[src/design/rtufr_pkg.sv]
// Package for the serial-bus frame receiver: phase, mode and check codes,
// register indexes, result layout and the CRC-16 byte update.
// No dependencies.
package rtufr_pkg;

  localparam int unsigned FRAME_BYTES = 255;
  localparam int unsigned MIN_FRAME   = 4;

  localparam logic [15:0] CRC_INIT = 16'hFFFF;
  localparam logic [15:0] CRC_POLY = 16'hA001;

  localparam logic [15:0] RESET_GAP_INIT = 16'd1500;
  localparam logic [15:0] FRAME_GAP_INIT = 16'd3500;

  localparam int unsigned CFG_INDEX_W = 8;

  localparam logic [CFG_INDEX_W-1:0] REG_DEVICE_ADDRESS = 8'd0;
  localparam logic [CFG_INDEX_W-1:0] REG_TICK_STEP      = 8'd1;
  localparam logic [CFG_INDEX_W-1:0] REG_RESET_GAP      = 8'd2;
  localparam logic [CFG_INDEX_W-1:0] REG_FRAME_GAP      = 8'd3;

  typedef enum logic [1:0] {
    PH_OFF   = 2'd0,
    PH_RECV  = 2'd1,
    PH_ERR   = 2'd2,
    PH_READY = 2'd3
  } phase_t;

  typedef enum logic [1:0] {
    MODE_BYTE  = 2'd0,
    MODE_TICK  = 2'd1,
    MODE_ARM   = 2'd2,
    MODE_CHECK = 2'd3
  } mode_t;

  typedef enum logic [1:0] {
    CHK_NONE     = 2'd0,
    CHK_ACCEPT   = 2'd1,
    CHK_ADDR_BAD = 2'd2,
    CHK_CRC_BAD  = 2'd3
  } check_t;

  // Result word, last field in the lowest bits.
  typedef struct packed {
    logic [15:0] crc_value;
    check_t      check_result;
    logic [7:0]  function_code;
    logic [7:0]  byte_count;
    phase_t      link_state;
  } result_t;

  function automatic logic [15:0] swap16(input logic [15:0] v);
    swap16 = {v[7:0], v[15:8]};
  endfunction

  // Fold one byte into a CRC held in transmit order (first byte high).
  function automatic logic [15:0] crc_fold(input logic [15:0] acc, input logic [7:0] b);
    logic [15:0] r;
    r = swap16(acc) ^ {8'h00, b};
    for (int k = 0; k < 8; k++) begin
      if (r[0]) begin
        r = (r >> 1) ^ CRC_POLY;
      end else begin
        r = r >> 1;
      end
    end
    crc_fold = swap16(r);
  endfunction

endpackage

[src/design/rtu_frame_receiver.sv]
// Serial-bus slave frame receiver: byte counting, silence timing, CRC-16
// and address/CRC check of a complete frame.
// Depends on rtufr_pkg.
//
// One result word per input word, registered; it is valid in the cycle after accept.
// Throughput: one word per cycle while m_axis_tready is high; the output register drains while the next word enters.
// The state update and the byte-wide CRC fold both sit between the state
// registers and the result register.
// Reset (rst, synchronous): phase off, count 0, timer 0, CRC 0xFFFF,
// registers at their defaults, output empty.
module rtu_frame_receiver (
  input  logic        clk,
  input  logic        rst,
  // input words
  input  logic        s_axis_tvalid,
  output logic        s_axis_tready,
  input  logic [7:0]  s_axis_tdata,   // [7:0] byte_value
  input  logic [1:0]  s_axis_tuser,   // [1:0] mode
  // result words
  output logic        m_axis_tvalid,
  input  logic        m_axis_tready,
  output logic [39:0] m_axis_tdata,   // [1:0] link_state, [9:2] byte_count,
                                      // [17:10] function_code, [19:18] check_result,
                                      // [35:20] crc_value, [39:36] zero
  // configuration writes
  input  logic        cfg_valid,
  output logic        cfg_ready,
  input  logic [rtufr_pkg::CFG_INDEX_W-1:0] cfg_index,
  input  logic [15:0] cfg_data
);

  logic [7:0]  device_address;
  logic [15:0] tick_step;
  logic [15:0] reset_gap;
  logic [15:0] frame_gap;

  rtufr_pkg::phase_t link_phase, link_phase_next;
  logic [7:0]  frame_count, frame_count_next;
  logic [15:0] silence_timer, silence_timer_next;
  logic [15:0] crc_acc, crc_acc_next;
  logic [15:0] newest_two, newest_two_next;
  logic [15:0] first_two, first_two_next;
  rtufr_pkg::check_t check_next;

  rtufr_pkg::result_t result;
  logic               result_valid;

  logic        in_fire;
  logic [15:0] tick_sum;
  logic [7:0]  adr;

  assign cfg_ready     = 1'b1;
  assign s_axis_tready = !result_valid || m_axis_tready;
  assign in_fire       = s_axis_tvalid && s_axis_tready;

  always_ff @(posedge clk) begin
    if (rst) begin
      device_address <= 8'd0;
      tick_step      <= 16'd0;
      reset_gap      <= rtufr_pkg::RESET_GAP_INIT;
      frame_gap      <= rtufr_pkg::FRAME_GAP_INIT;
    end else if (cfg_valid) begin
      unique case (cfg_index)
        rtufr_pkg::REG_DEVICE_ADDRESS: device_address <= cfg_data[7:0];
        rtufr_pkg::REG_TICK_STEP:      tick_step      <= cfg_data;
        rtufr_pkg::REG_RESET_GAP:      reset_gap      <= cfg_data;
        rtufr_pkg::REG_FRAME_GAP:      frame_gap      <= cfg_data;
        default: ;
      endcase
    end
  end

  assign tick_sum = silence_timer + tick_step;
  assign adr      = first_two[15:8];

  always_comb begin
    link_phase_next    = link_phase;
    frame_count_next   = frame_count;
    silence_timer_next = silence_timer;
    crc_acc_next       = crc_acc;
    newest_two_next    = newest_two;
    first_two_next     = first_two;
    check_next         = rtufr_pkg::CHK_NONE;

    case (rtufr_pkg::mode_t'(s_axis_tuser))
      rtufr_pkg::MODE_BYTE: begin
        if (link_phase == rtufr_pkg::PH_RECV) begin
          if (frame_count != 8'd0 && silence_timer >= reset_gap) begin
            link_phase_next = rtufr_pkg::PH_ERR;
          end else if (frame_count < 8'(rtufr_pkg::FRAME_BYTES)) begin
            // the two newest bytes are the frame's own CRC, kept out of the sum
            if (frame_count >= 8'd2) begin
              crc_acc_next = rtufr_pkg::crc_fold(crc_acc, newest_two[15:8]);
            end
            newest_two_next = {newest_two[7:0], s_axis_tdata};
            if (frame_count == 8'd0) begin
              first_two_next = {s_axis_tdata, first_two[7:0]};
            end else if (frame_count == 8'd1) begin
              first_two_next = {first_two[15:8], s_axis_tdata};
            end
            frame_count_next = frame_count + 8'd1;
          end
        end
        silence_timer_next = 16'd0;
      end
      rtufr_pkg::MODE_TICK: begin
        if ((link_phase == rtufr_pkg::PH_RECV || link_phase == rtufr_pkg::PH_ERR)
            && silence_timer < frame_gap) begin
          silence_timer_next = tick_sum;
          if (tick_sum >= frame_gap) begin
            if (link_phase == rtufr_pkg::PH_RECV
                && frame_count >= 8'(rtufr_pkg::MIN_FRAME)) begin
              link_phase_next = rtufr_pkg::PH_READY;
            end else begin
              link_phase_next  = rtufr_pkg::PH_RECV;
              frame_count_next = 8'd0;
              crc_acc_next     = rtufr_pkg::CRC_INIT;
              newest_two_next  = 16'd0;
              first_two_next   = 16'd0;
            end
          end
        end
      end
      rtufr_pkg::MODE_ARM: begin
        link_phase_next    = rtufr_pkg::PH_RECV;
        silence_timer_next = 16'd0;
        frame_count_next   = 8'd0;
        crc_acc_next       = rtufr_pkg::CRC_INIT;
        newest_two_next    = 16'd0;
        first_two_next     = 16'd0;
      end
      default: begin
        if (link_phase == rtufr_pkg::PH_READY) begin
          // address zero is the unset address and never matches
          if (adr == 8'd0 || adr != device_address) begin
            check_next = rtufr_pkg::CHK_ADDR_BAD;
          end else if (newest_two != crc_acc) begin
            check_next = rtufr_pkg::CHK_CRC_BAD;
          end else begin
            check_next = rtufr_pkg::CHK_ACCEPT;
          end
          if (check_next != rtufr_pkg::CHK_ACCEPT) begin
            link_phase_next    = rtufr_pkg::PH_RECV;
            silence_timer_next = 16'd0;
            frame_count_next   = 8'd0;
            crc_acc_next       = rtufr_pkg::CRC_INIT;
            newest_two_next    = 16'd0;
            first_two_next     = 16'd0;
          end
        end
      end
    endcase
  end

  always_ff @(posedge clk) begin
    if (rst) begin
      link_phase    <= rtufr_pkg::PH_OFF;
      frame_count   <= 8'd0;
      silence_timer <= 16'd0;
      crc_acc       <= rtufr_pkg::CRC_INIT;
      newest_two    <= 16'd0;
      first_two     <= 16'd0;
    end else if (in_fire) begin
      link_phase    <= link_phase_next;
      frame_count   <= frame_count_next;
      silence_timer <= silence_timer_next;
      crc_acc       <= crc_acc_next;
      newest_two    <= newest_two_next;
      first_two     <= first_two_next;
    end
  end

  always_ff @(posedge clk) begin
    if (rst) begin
      result_valid <= 1'b0;
    end else if (in_fire) begin
      result_valid <= 1'b1;
    end else if (m_axis_tready) begin
      result_valid <= 1'b0;
    end
  end

  always_ff @(posedge clk) begin
    if (in_fire) begin
      result.link_state    <= link_phase_next;
      result.byte_count    <= frame_count_next;
      result.function_code <= first_two_next[7:0];
      result.check_result  <= check_next;
      result.crc_value     <= crc_acc_next;
    end
  end

  assign m_axis_tvalid = result_valid;
  assign m_axis_tdata  = {4'b0000, result};

  // an accepted frame leaves the receiver in frame-ready
  a_accept_ready: assert property (@(posedge clk) disable iff (rst)
    (result_valid && result.check_result == rtufr_pkg::CHK_ACCEPT)
      |-> result.link_state == rtufr_pkg::PH_READY)
    else $error("accepted frame not in frame-ready");

  // a failed check rearms with an empty frame
  a_mismatch_rearm: assert property (@(posedge clk) disable iff (rst)
    (result_valid && (result.check_result == rtufr_pkg::CHK_ADDR_BAD
                      || result.check_result == rtufr_pkg::CHK_CRC_BAD))
      |-> (result.link_state == rtufr_pkg::PH_RECV && result.byte_count == 8'd0
           && result.crc_value == rtufr_pkg::CRC_INIT))
    else $error("mismatch did not rearm");

  a_count_bound: assert property (@(posedge clk) disable iff (rst)
    frame_count <= 8'(rtufr_pkg::FRAME_BYTES))
    else $error("frame count past limit");

  a_off_empty: assert property (@(posedge clk) disable iff (rst)
    link_phase == rtufr_pkg::PH_OFF |-> (frame_count == 8'd0 && first_two == 16'd0))
    else $error("bytes stored while off");

  // a held result blocks the input side, so no word is overwritten
  a_no_overwrite: assert property (@(posedge clk) disable iff (rst)
    (result_valid && !m_axis_tready) |-> !s_axis_tready)
    else $error("input taken over a held result");

endmodule
[config.mk]
export PLATFORM = sky130hd
export DESIGN_NAME = rtu_frame_receiver
export DESIGN_NICKNAME = d
export VERILOG_FILES = /design/src/design/rtufr_pkg.sv /design/src/design/rtu_frame_receiver.sv
export SDC_FILE = /design/constraint.sdc
export NUM_CORES = 1
export LEC_CHECK = 0
export BUFFER_PORTS_ARGS = -buffer_cell sky130_fd_sc_hd__buf_2
export CORE_MARGIN = 10
export CORE_UTILIZATION = 50
export CTS_BUF_LIST = sky130_fd_sc_hd__clkbuf_16
export CTS_CLUSTER_DIAMETER = 200
export DETAILED_ROUTE_END_ITERATION = 8
export PLACE_DENSITY_LB_ADDON = 0.1
export RECOVER_POWER = 100
export SETUP_SLACK_MARGIN = 0.1
export SLEW_MARGIN = 15
export SYNTH_ARGS = -nofsm -noshare
export SYNTH_HDL_FRONTEND = slang
export SYNTH_SLANG_ARGS = --single-unit
[constraint.sdc]
create_clock -name clk -period 10.15 [get_ports clk]
set_input_delay 0.5075 -clock clk [delete_from_list [all_inputs] [get_ports clk]]
set_output_delay 0.5075 -clock clk [all_outputs]
set_load 0.05 [all_outputs]
# --- Word-level counts from Yosys, hierarchy flattened ---
# Index checks and enable logic that the tools add are counted.
totals:
  register_bits: 167
  inputBits: 39
  output_inout_bits: 43
  wordCells: 180
op_classes:
  n_addsub: 2
  magnitude_cmp: 6
  n_eq_ne: 19
  mux: 98
  bitwise: 10
  n_reduce_logical: 28
op_table:
  columns: ["operator", "n"]
  rows:
  - ["16-bit 2-to-1 mux", 70]
  - ["16-bit case mux with 3 select lines", 3]
  - ["8-bit 2-to-1 mux", 9]
  - ["16-bit greater-or-equal comparator", 2]
  - ["16-bit case mux with 2 select lines", 1]
  - ["8-bit logical NOT", 3]
  - ["2-bit inverter with 3-bit output", 8]
  - ["8-bit case mux with 3 select lines", 1]
  - ["2-bit 2-to-1 mux", 11]
  - ["16-bit adder", 1]
  - ["8-bit by 1-bit == test with 1-bit output, second input constant", 2]
  - ["8-bit by 2-bit == test with 1-bit output, second input constant", 2]
  - ["16-bit less-than comparator", 1]
  - ["16-bit != test", 1]
  - ["16-bit by 8-bit bitwise XOR with 16-bit output", 1]
  - ["2-bit != test, second input constant", 7]
  - ["10-bit AND reduction", 1]
  - ["9-bit AND reduction", 1]
  - ["8-bit by 1-bit adder with 8-bit output, second input constant", 1]
  - ["8-bit by 2-bit greater-or-equal comparator with 1-bit output, second input constant", 1]
  - ["8-bit by 3-bit greater-or-equal comparator with 1-bit output, second input constant", 1]
  - ["8-bit less-than comparator, second input constant", 1]
  - ["8-bit != test", 1]
  - ["2-bit AND reduction", 4]
  - ["other kinds (18)", 29]

# --- Logic depth before layout (Yosys ltp) ---
logic_depth:
  depth_word: 57
  depth_mapped: 22
  depth_no_buf: 20

# --- Worst setup path after synthesis ---
# No wires, ideal clock.
synth_timing:
  path_kind: "reg-to-reg"
  startpoint: "reg silence_timer[0]"
  endpoint: "reg first_two[6]"
  setup_time_ns: 0.103
  arrival_time_ns: 3.872
  required_time_ns: 10.047
  path_slack_ns: 6.175
  stages_incl_launch_ff: 23
  n_path_buf: 2
  period_less_slack_ns: 3.975
  cell_sequence: "dfxtp_1 -> ha_1 -> inv_1 -> fa_1 -> nor2b_1 -> o21ai_0 -> nand2b_1 -> a21o_1 -> a31o_2 -> a41oi_1 -> nand2b_1 -> xor2_1 -> ha_1 -> a21o_1 -> a211o_1 -> o22ai_1 -> a31oi_1 -> and4b_1 -> or2_1 -> buf_6 -> and3_4 -> buf_6 -> a2111oi_2"
synth_between:
  elab_chain_len: 5
  elab_cells_between_ends: 11
  classes_between: "add/sub (1); order compare (3); mux (5); reduce/logical (2)"
synth_rtl:
  columns: ["element", "line", "source"]
  rows:
  - ["start: declaration", "rtu_frame_receiver.sv:39", "logic [15:0] silence_timer, silence_timer_next;"]
  - ["start signal: assignment", "rtu_frame_receiver.sv:166", "silence_timer <= silence_timer_next;"]
  - ["16-bit adder / 16-bit greater-or-equal comparator (equally long branches)", "rtu_frame_receiver.sv:73, rtu_frame_receiver.sv:88", null]
  - ["16-bit greater-or-equal comparator / 1-bit logical AND (equally long branches)", "rtu_frame_receiver.sv:110, rtu_frame_receiver.sv:88", null]
  - ["16-bit 2-to-1 mux, on equally long branches", "rtu_frame_receiver.sv:110, rtu_frame_receiver.sv:88", null]
  - ["16-bit 2-to-1 mux, on equally long branches", "rtu_frame_receiver.sv:107, rtu_frame_receiver.sv:87", null]
  - ["16-bit case mux with 3 select lines (*)", "rtu_frame_receiver.sv:85", "case (rtufr_pkg::mode_t'(s_axis_tuser))"]
  - ["end signal: assignment", "rtu_frame_receiver.sv:169", "first_two <= first_two_next;"]
  - ["end: declaration", "rtu_frame_receiver.sv:42", "logic [15:0] first_two, first_two_next;"]
# Every way passes the cells marked *; elsewhere a longest branch is shown, timed or not. The select of a mux whose other input is x is not followed.
# A chain may end at the register's enable or synchronous reset.

# --- Final worst setup path ---
layout_timing:
  startpoint: "reg result_valid, in the netlist m_axis_tvalid"
  endpoint: "reg first_two[8]"
layout_between:
  elab_chain_len: 4
layout_rtl:
  columns: ["element", "line", "source"]
  rows:
  - ["start: declaration", "rtu_frame_receiver.sv:46", "logic result_valid;"]
  - ["start signal: assignment", "rtu_frame_receiver.sv:175", "result_valid <= 1'b0;"]
  - ["start signal: assignment", "rtu_frame_receiver.sv:177", "result_valid <= 1'b1;"]
  - ["start signal: assignment", "rtu_frame_receiver.sv:179", "result_valid <= 1'b0;"]
  - ["1-bit logical NOT", "rtu_frame_receiver.sv:53", "assign s_axis_tready = !result_valid || m_axis_tready;"]
  - ["1-bit logical OR", "rtu_frame_receiver.sv:53", null]
  - ["1-bit logical AND", "rtu_frame_receiver.sv:54", "assign in_fire = s_axis_tvalid && s_axis_tready;"]
  - ["10-bit AND reduction (no line)", null, null]
# No other way between the ends.

==> flow_metrics.py <==
metrics = {
    "run_status": {
        "outcome": "finished with violations",
        "violations": "capacitance limit, slew limit",
    },
    "synthesis": {
        "synth-seq-area-share_pct": 40.9,
        "yosysTopAreaCell": "dfxtp_1",
        "synth_top_area_share_pct": 28.9,
        "netlist_top_cells_count": "dfxtp_1 (131), nand2_1 (98), nor2_1 (90)",
        "syn_inst": 975,
        "ys.flop_type": "dfxtp_1",
        "synth_top_cells_by_area": "dfxtp_1 (29%), edfxtp_1 (12%), ha_1 (9.9%)",
        "yosysMostFrequentCell": "dfxtp_1",
        "yosysWarnings": 0,
        "synth_area_per_cell_sq_um": 9.30,
        "syn_area_sq_mm": 0.00907,
        "async_flop_share_pct": 0,
        "ys_seq_elements": 167,
        "synth-edff-count": 36,
        "ys_types": 68,
    },
    "critical_path": {
        "crit_chain": "nand2b_1, nand2_1, clkinv_1, clkbuf_1, o221a_1, nor4b_1, a22o_1",
        "start_kind": "register",
        "crit_required_ns": 10.52,
        "reg2reg_depth": 7,
        "slowest_delay_ns": 2.02,
        "slowest_stage": "clkbuf_1",
        "reg2reg_to": "first_two[8]$_SDFFE_PP0P_",
        "crit_path_max_fanout": 54,
        "worst_setup_path_end_kind": "register",
        "worstReg2RegStart": "m_axis_tvalid$_SDFFE_PP0P_",
        "rrSetupSlack_ns": 4.60,
        "path_class": "reg -> reg",
        "arrival_ns": 5.92,
    },
    "global_route": {
        "grt-ovfl-total": 0,
        "grt_pass1_vias": 6800,
        "grt_util_all_layers_pct": 18.5,
        "antenna_found_initial": 0,
        "grt_first_pass_wirelength_um": 36300,
        "grt_max_degree": 69,
    },
    "final_layout": {
        "drive_gt1_share_pct": 8.04,
        "area_growth_pct": 10.4,
        "fin_cells": 1274,
        "antennaDiodeCount": 0,
        "fin_nets": 1144,
    },
    "sta": {
        "setup_violations": 0,
        "fin_crit_sh_pct": 54.7,
        "final_max_slew_viol_count": 169,
        "final_hold_viol_count": 0,
        "max_slew_margin_pct": -106,
        "tightest_slew_ns": 3.09,
        "clock.fmax_ghz": 0.180,
        "skew_ns": 0.00862,
        "rsz0062_at_grt": "no",
        "timing.setup.tns_ns": 0,
        "fin_crit_ns": 5.55,
    },
    "min_path": {
        "min_from": "cfg_data[8]",
        "hp-class": "in -> reg",
        "min_to": "reset_gap[8]$_SDFFE_PP1P_",
        "hold_depth": 2,
    },
    "clocking": {
        "clk_latency_ns": 0.43,
        "cts_root_buf": "clkbuf_16",
        "cts_resized": 0,
        "cts.path.max_buffers": 2,
        "htree_num_levels": 4,
        "clkTransAtPathRegs_ns": 0.07,
        "cts_setup_buffers": 0,
        "cts_tree": "yes",
        "cts_made_buffers": 17,
        "cts_hold_buf": 0,
        "clock_sinks": 167,
    },
    "pwr": {
        "clkPwrFrac_pct": 44.4,
        "power_leakage_nw": 4.25,
        "pwr-share-comb_pct": 6.4,
        "internal_power_mw": 1.04,
        "seqPwrFrac_pct": 49.2,
        "peakVddDrop_v": 0.000112,
        "switching_power_mw": 0.350,
        "powerDensity_mw_per_mm2": 139,
        "switching_share_pct": 25.1,
    },
    "detailed_routing": {
        "drt-initial-drc-count": 459,
        "antenna_left": 0,
        "vias": 7070,
        "post-route-drc-count": 0,
        "totalWireLength_um": 22300,
        "via_per_inst": 5.55,
        "wire_per_inst_um": 17.5,
        "firstDrtPassIters": 5,
    },
    "floorplan": {
        "die_h_um": 155,
        "fp-row-count": 49,
        "start_util_pct": 50.6,
        "core-area_sq_mm": 0.0179,
        "ioPinCount": 82,
        "die_w_um": 155,
        "dieArea_sq_mm": 0.0239,
    },
    "placed_design": {
        "place.gp.congestion": 0.854,
        "dp_hpwl_um": 16200,
        "placed_cells": 1242,
        "io_buffers": 76,
    },
    "run": {
        "maxCapViolCount": 3,
    },
}
[sequential cells by signal, indices dropped and copies added, names as in the netlist]
signal and cells:
silence_timer 16, tick_step 16, m_axis_tvalid 1, newest_two 16, frame_gap 16, link_phase 2, device_address 8, crc_acc 16
m_axis_tdata 36, frame_count 8, first_two 16, reset_gap 16
[per-layer routing]
| metal | track usage (%) | wire (um) |
|---|---|---|
| met2 | 26.3 | 9180 |
| met3 | 3.72 | 959 |
| met4 | 4.86 | 238 |
| met1 | 27.6 | 11900 |
| met5 | 0 | 0 |
[worst max-delay path, delay by kind of cell (launching register included)]
kind,cells,cell delay [ns]
AO/OA/AOI/OAI,2,1.50
buffers and inverters,2,2.14
AND/OR/NAND/NOR,3,1.53
flip-flops,1,0.31
[final cells by class]
| type | count | area (sq um) |
|---|---|---|
| timing repair buffer | 83 | 362 |
| clock buffer | 17 | 425 |
| clock inverter | 15 | 130 |
| sequential | 167 | 3700 |
| tap | 229 | 287 |
| inverter | 52 | 195 |
| multi-input combinational | 711 | 4900 |
| fill | 1688 | 7900 |
[power groups by stage]
stage	Sequential, mW	Combinational [mW]	Clock, mW
after floorplan	0.716	0.0489	0
after global placement	0.700	0.0928	0
after detailed placement	0.701	0.0924	0
after CTS	0.686	0.0927	0.631
after global routing	0.687	0.0969	0.658
final	0.686	0.0894	0.619
[metrics by stage]
stage                     total power, mW  instance area [sq um]  util, %  setup WS (ns)  hold WS, ns
after CTS                            1.41                  10100     56.6           5.15        0.305
after global placement              0.793                   9580     53.5           5.26        0.443
final                                1.39                  10000     55.9           4.60        0.320
after global routing                 1.44                  10000     55.9           4.12        0.318
after detailed placement            0.793                   9580     53.5           5.16        0.447
after floorplan                     0.765                   9080        -           6.17        0.436
[logic make-up (layout without fill, tap and decap cells)]
logic type	count (synthesis)	count (layout)	synth area share, %
simple gates	317	317	17.0
mux	43	43	4.76
other cells	2	5	0.0828
compound gates	225	225	17.9
fa+ha+maj	73	73	10.2
buf+inv	100	167	4.57
xor+xnor	48	48	4.64
flops	167	167	40.9
[placed cells by master, fill, tap and decap left out, types with 7 or more instances in the layout]
cell / synthesis / routed
and3_1: 11 / 12
o22a_1: 19 / 19
nand3_1: 16 / 16
nor2_1: 90 / 89
a22o_1: 21 / 21
nor2b_1: 8 / 8
buf_2: 4 / 37
and2_1: 19 / 19
xor2_1: 23 / 23
nor3_1: 13 / 13
clkbuf_1: 36 / 45
dfxtp_1: 131 / 131
o21ai_0: 45 / 45
edfxtp_1: 36 / 36
nand4_1: 9 / 9
a21oi_1: 50 / 51
a211o_1: 10 / 10
a21o_1: 18 / 18
nand3b_1: 19 / 19
a31oi_1: 7 / 7
nand2_1: 98 / 98
clkbuf_16: 0 / 17
a211oi_1: 7 / 7
nand2b_1: 12 / 12
xnor2_1: 25 / 25
mux2i_1: 42 / 42
inv_1: 51 / 53
ha_1: 72 / 72
[worst max path at each step]
stage	from	end	slack, ns	cells past startpoint
2_1_floorplan	silence_timer[0]$_SDFFE_PP0P_	first_two[6]$_SDFFE_PP0P_	6.17	22
3_3_place_gp	silence_timer[0]$_SDFFE_PP0P_	m_axis_tdata[33]$_DFFE_PP_	5.26	19
3_5_place_dp	silence_timer[0]$_SDFFE_PP0P_	m_axis_tdata[23]$_DFFE_PP_	5.16	19
4_1_cts	silence_timer[0]$_SDFFE_PP0P_	m_axis_tdata[23]$_DFFE_PP_	5.15	19
5_1_grt	m_axis_tvalid$_SDFFE_PP0P_	first_two[8]$_SDFFE_PP0P_	4.12	7
6_report	m_axis_tvalid$_SDFFE_PP0P_	first_two[8]$_SDFFE_PP0P_	4.60	7
No activity file was read; power rests on OpenSTA's default activity.
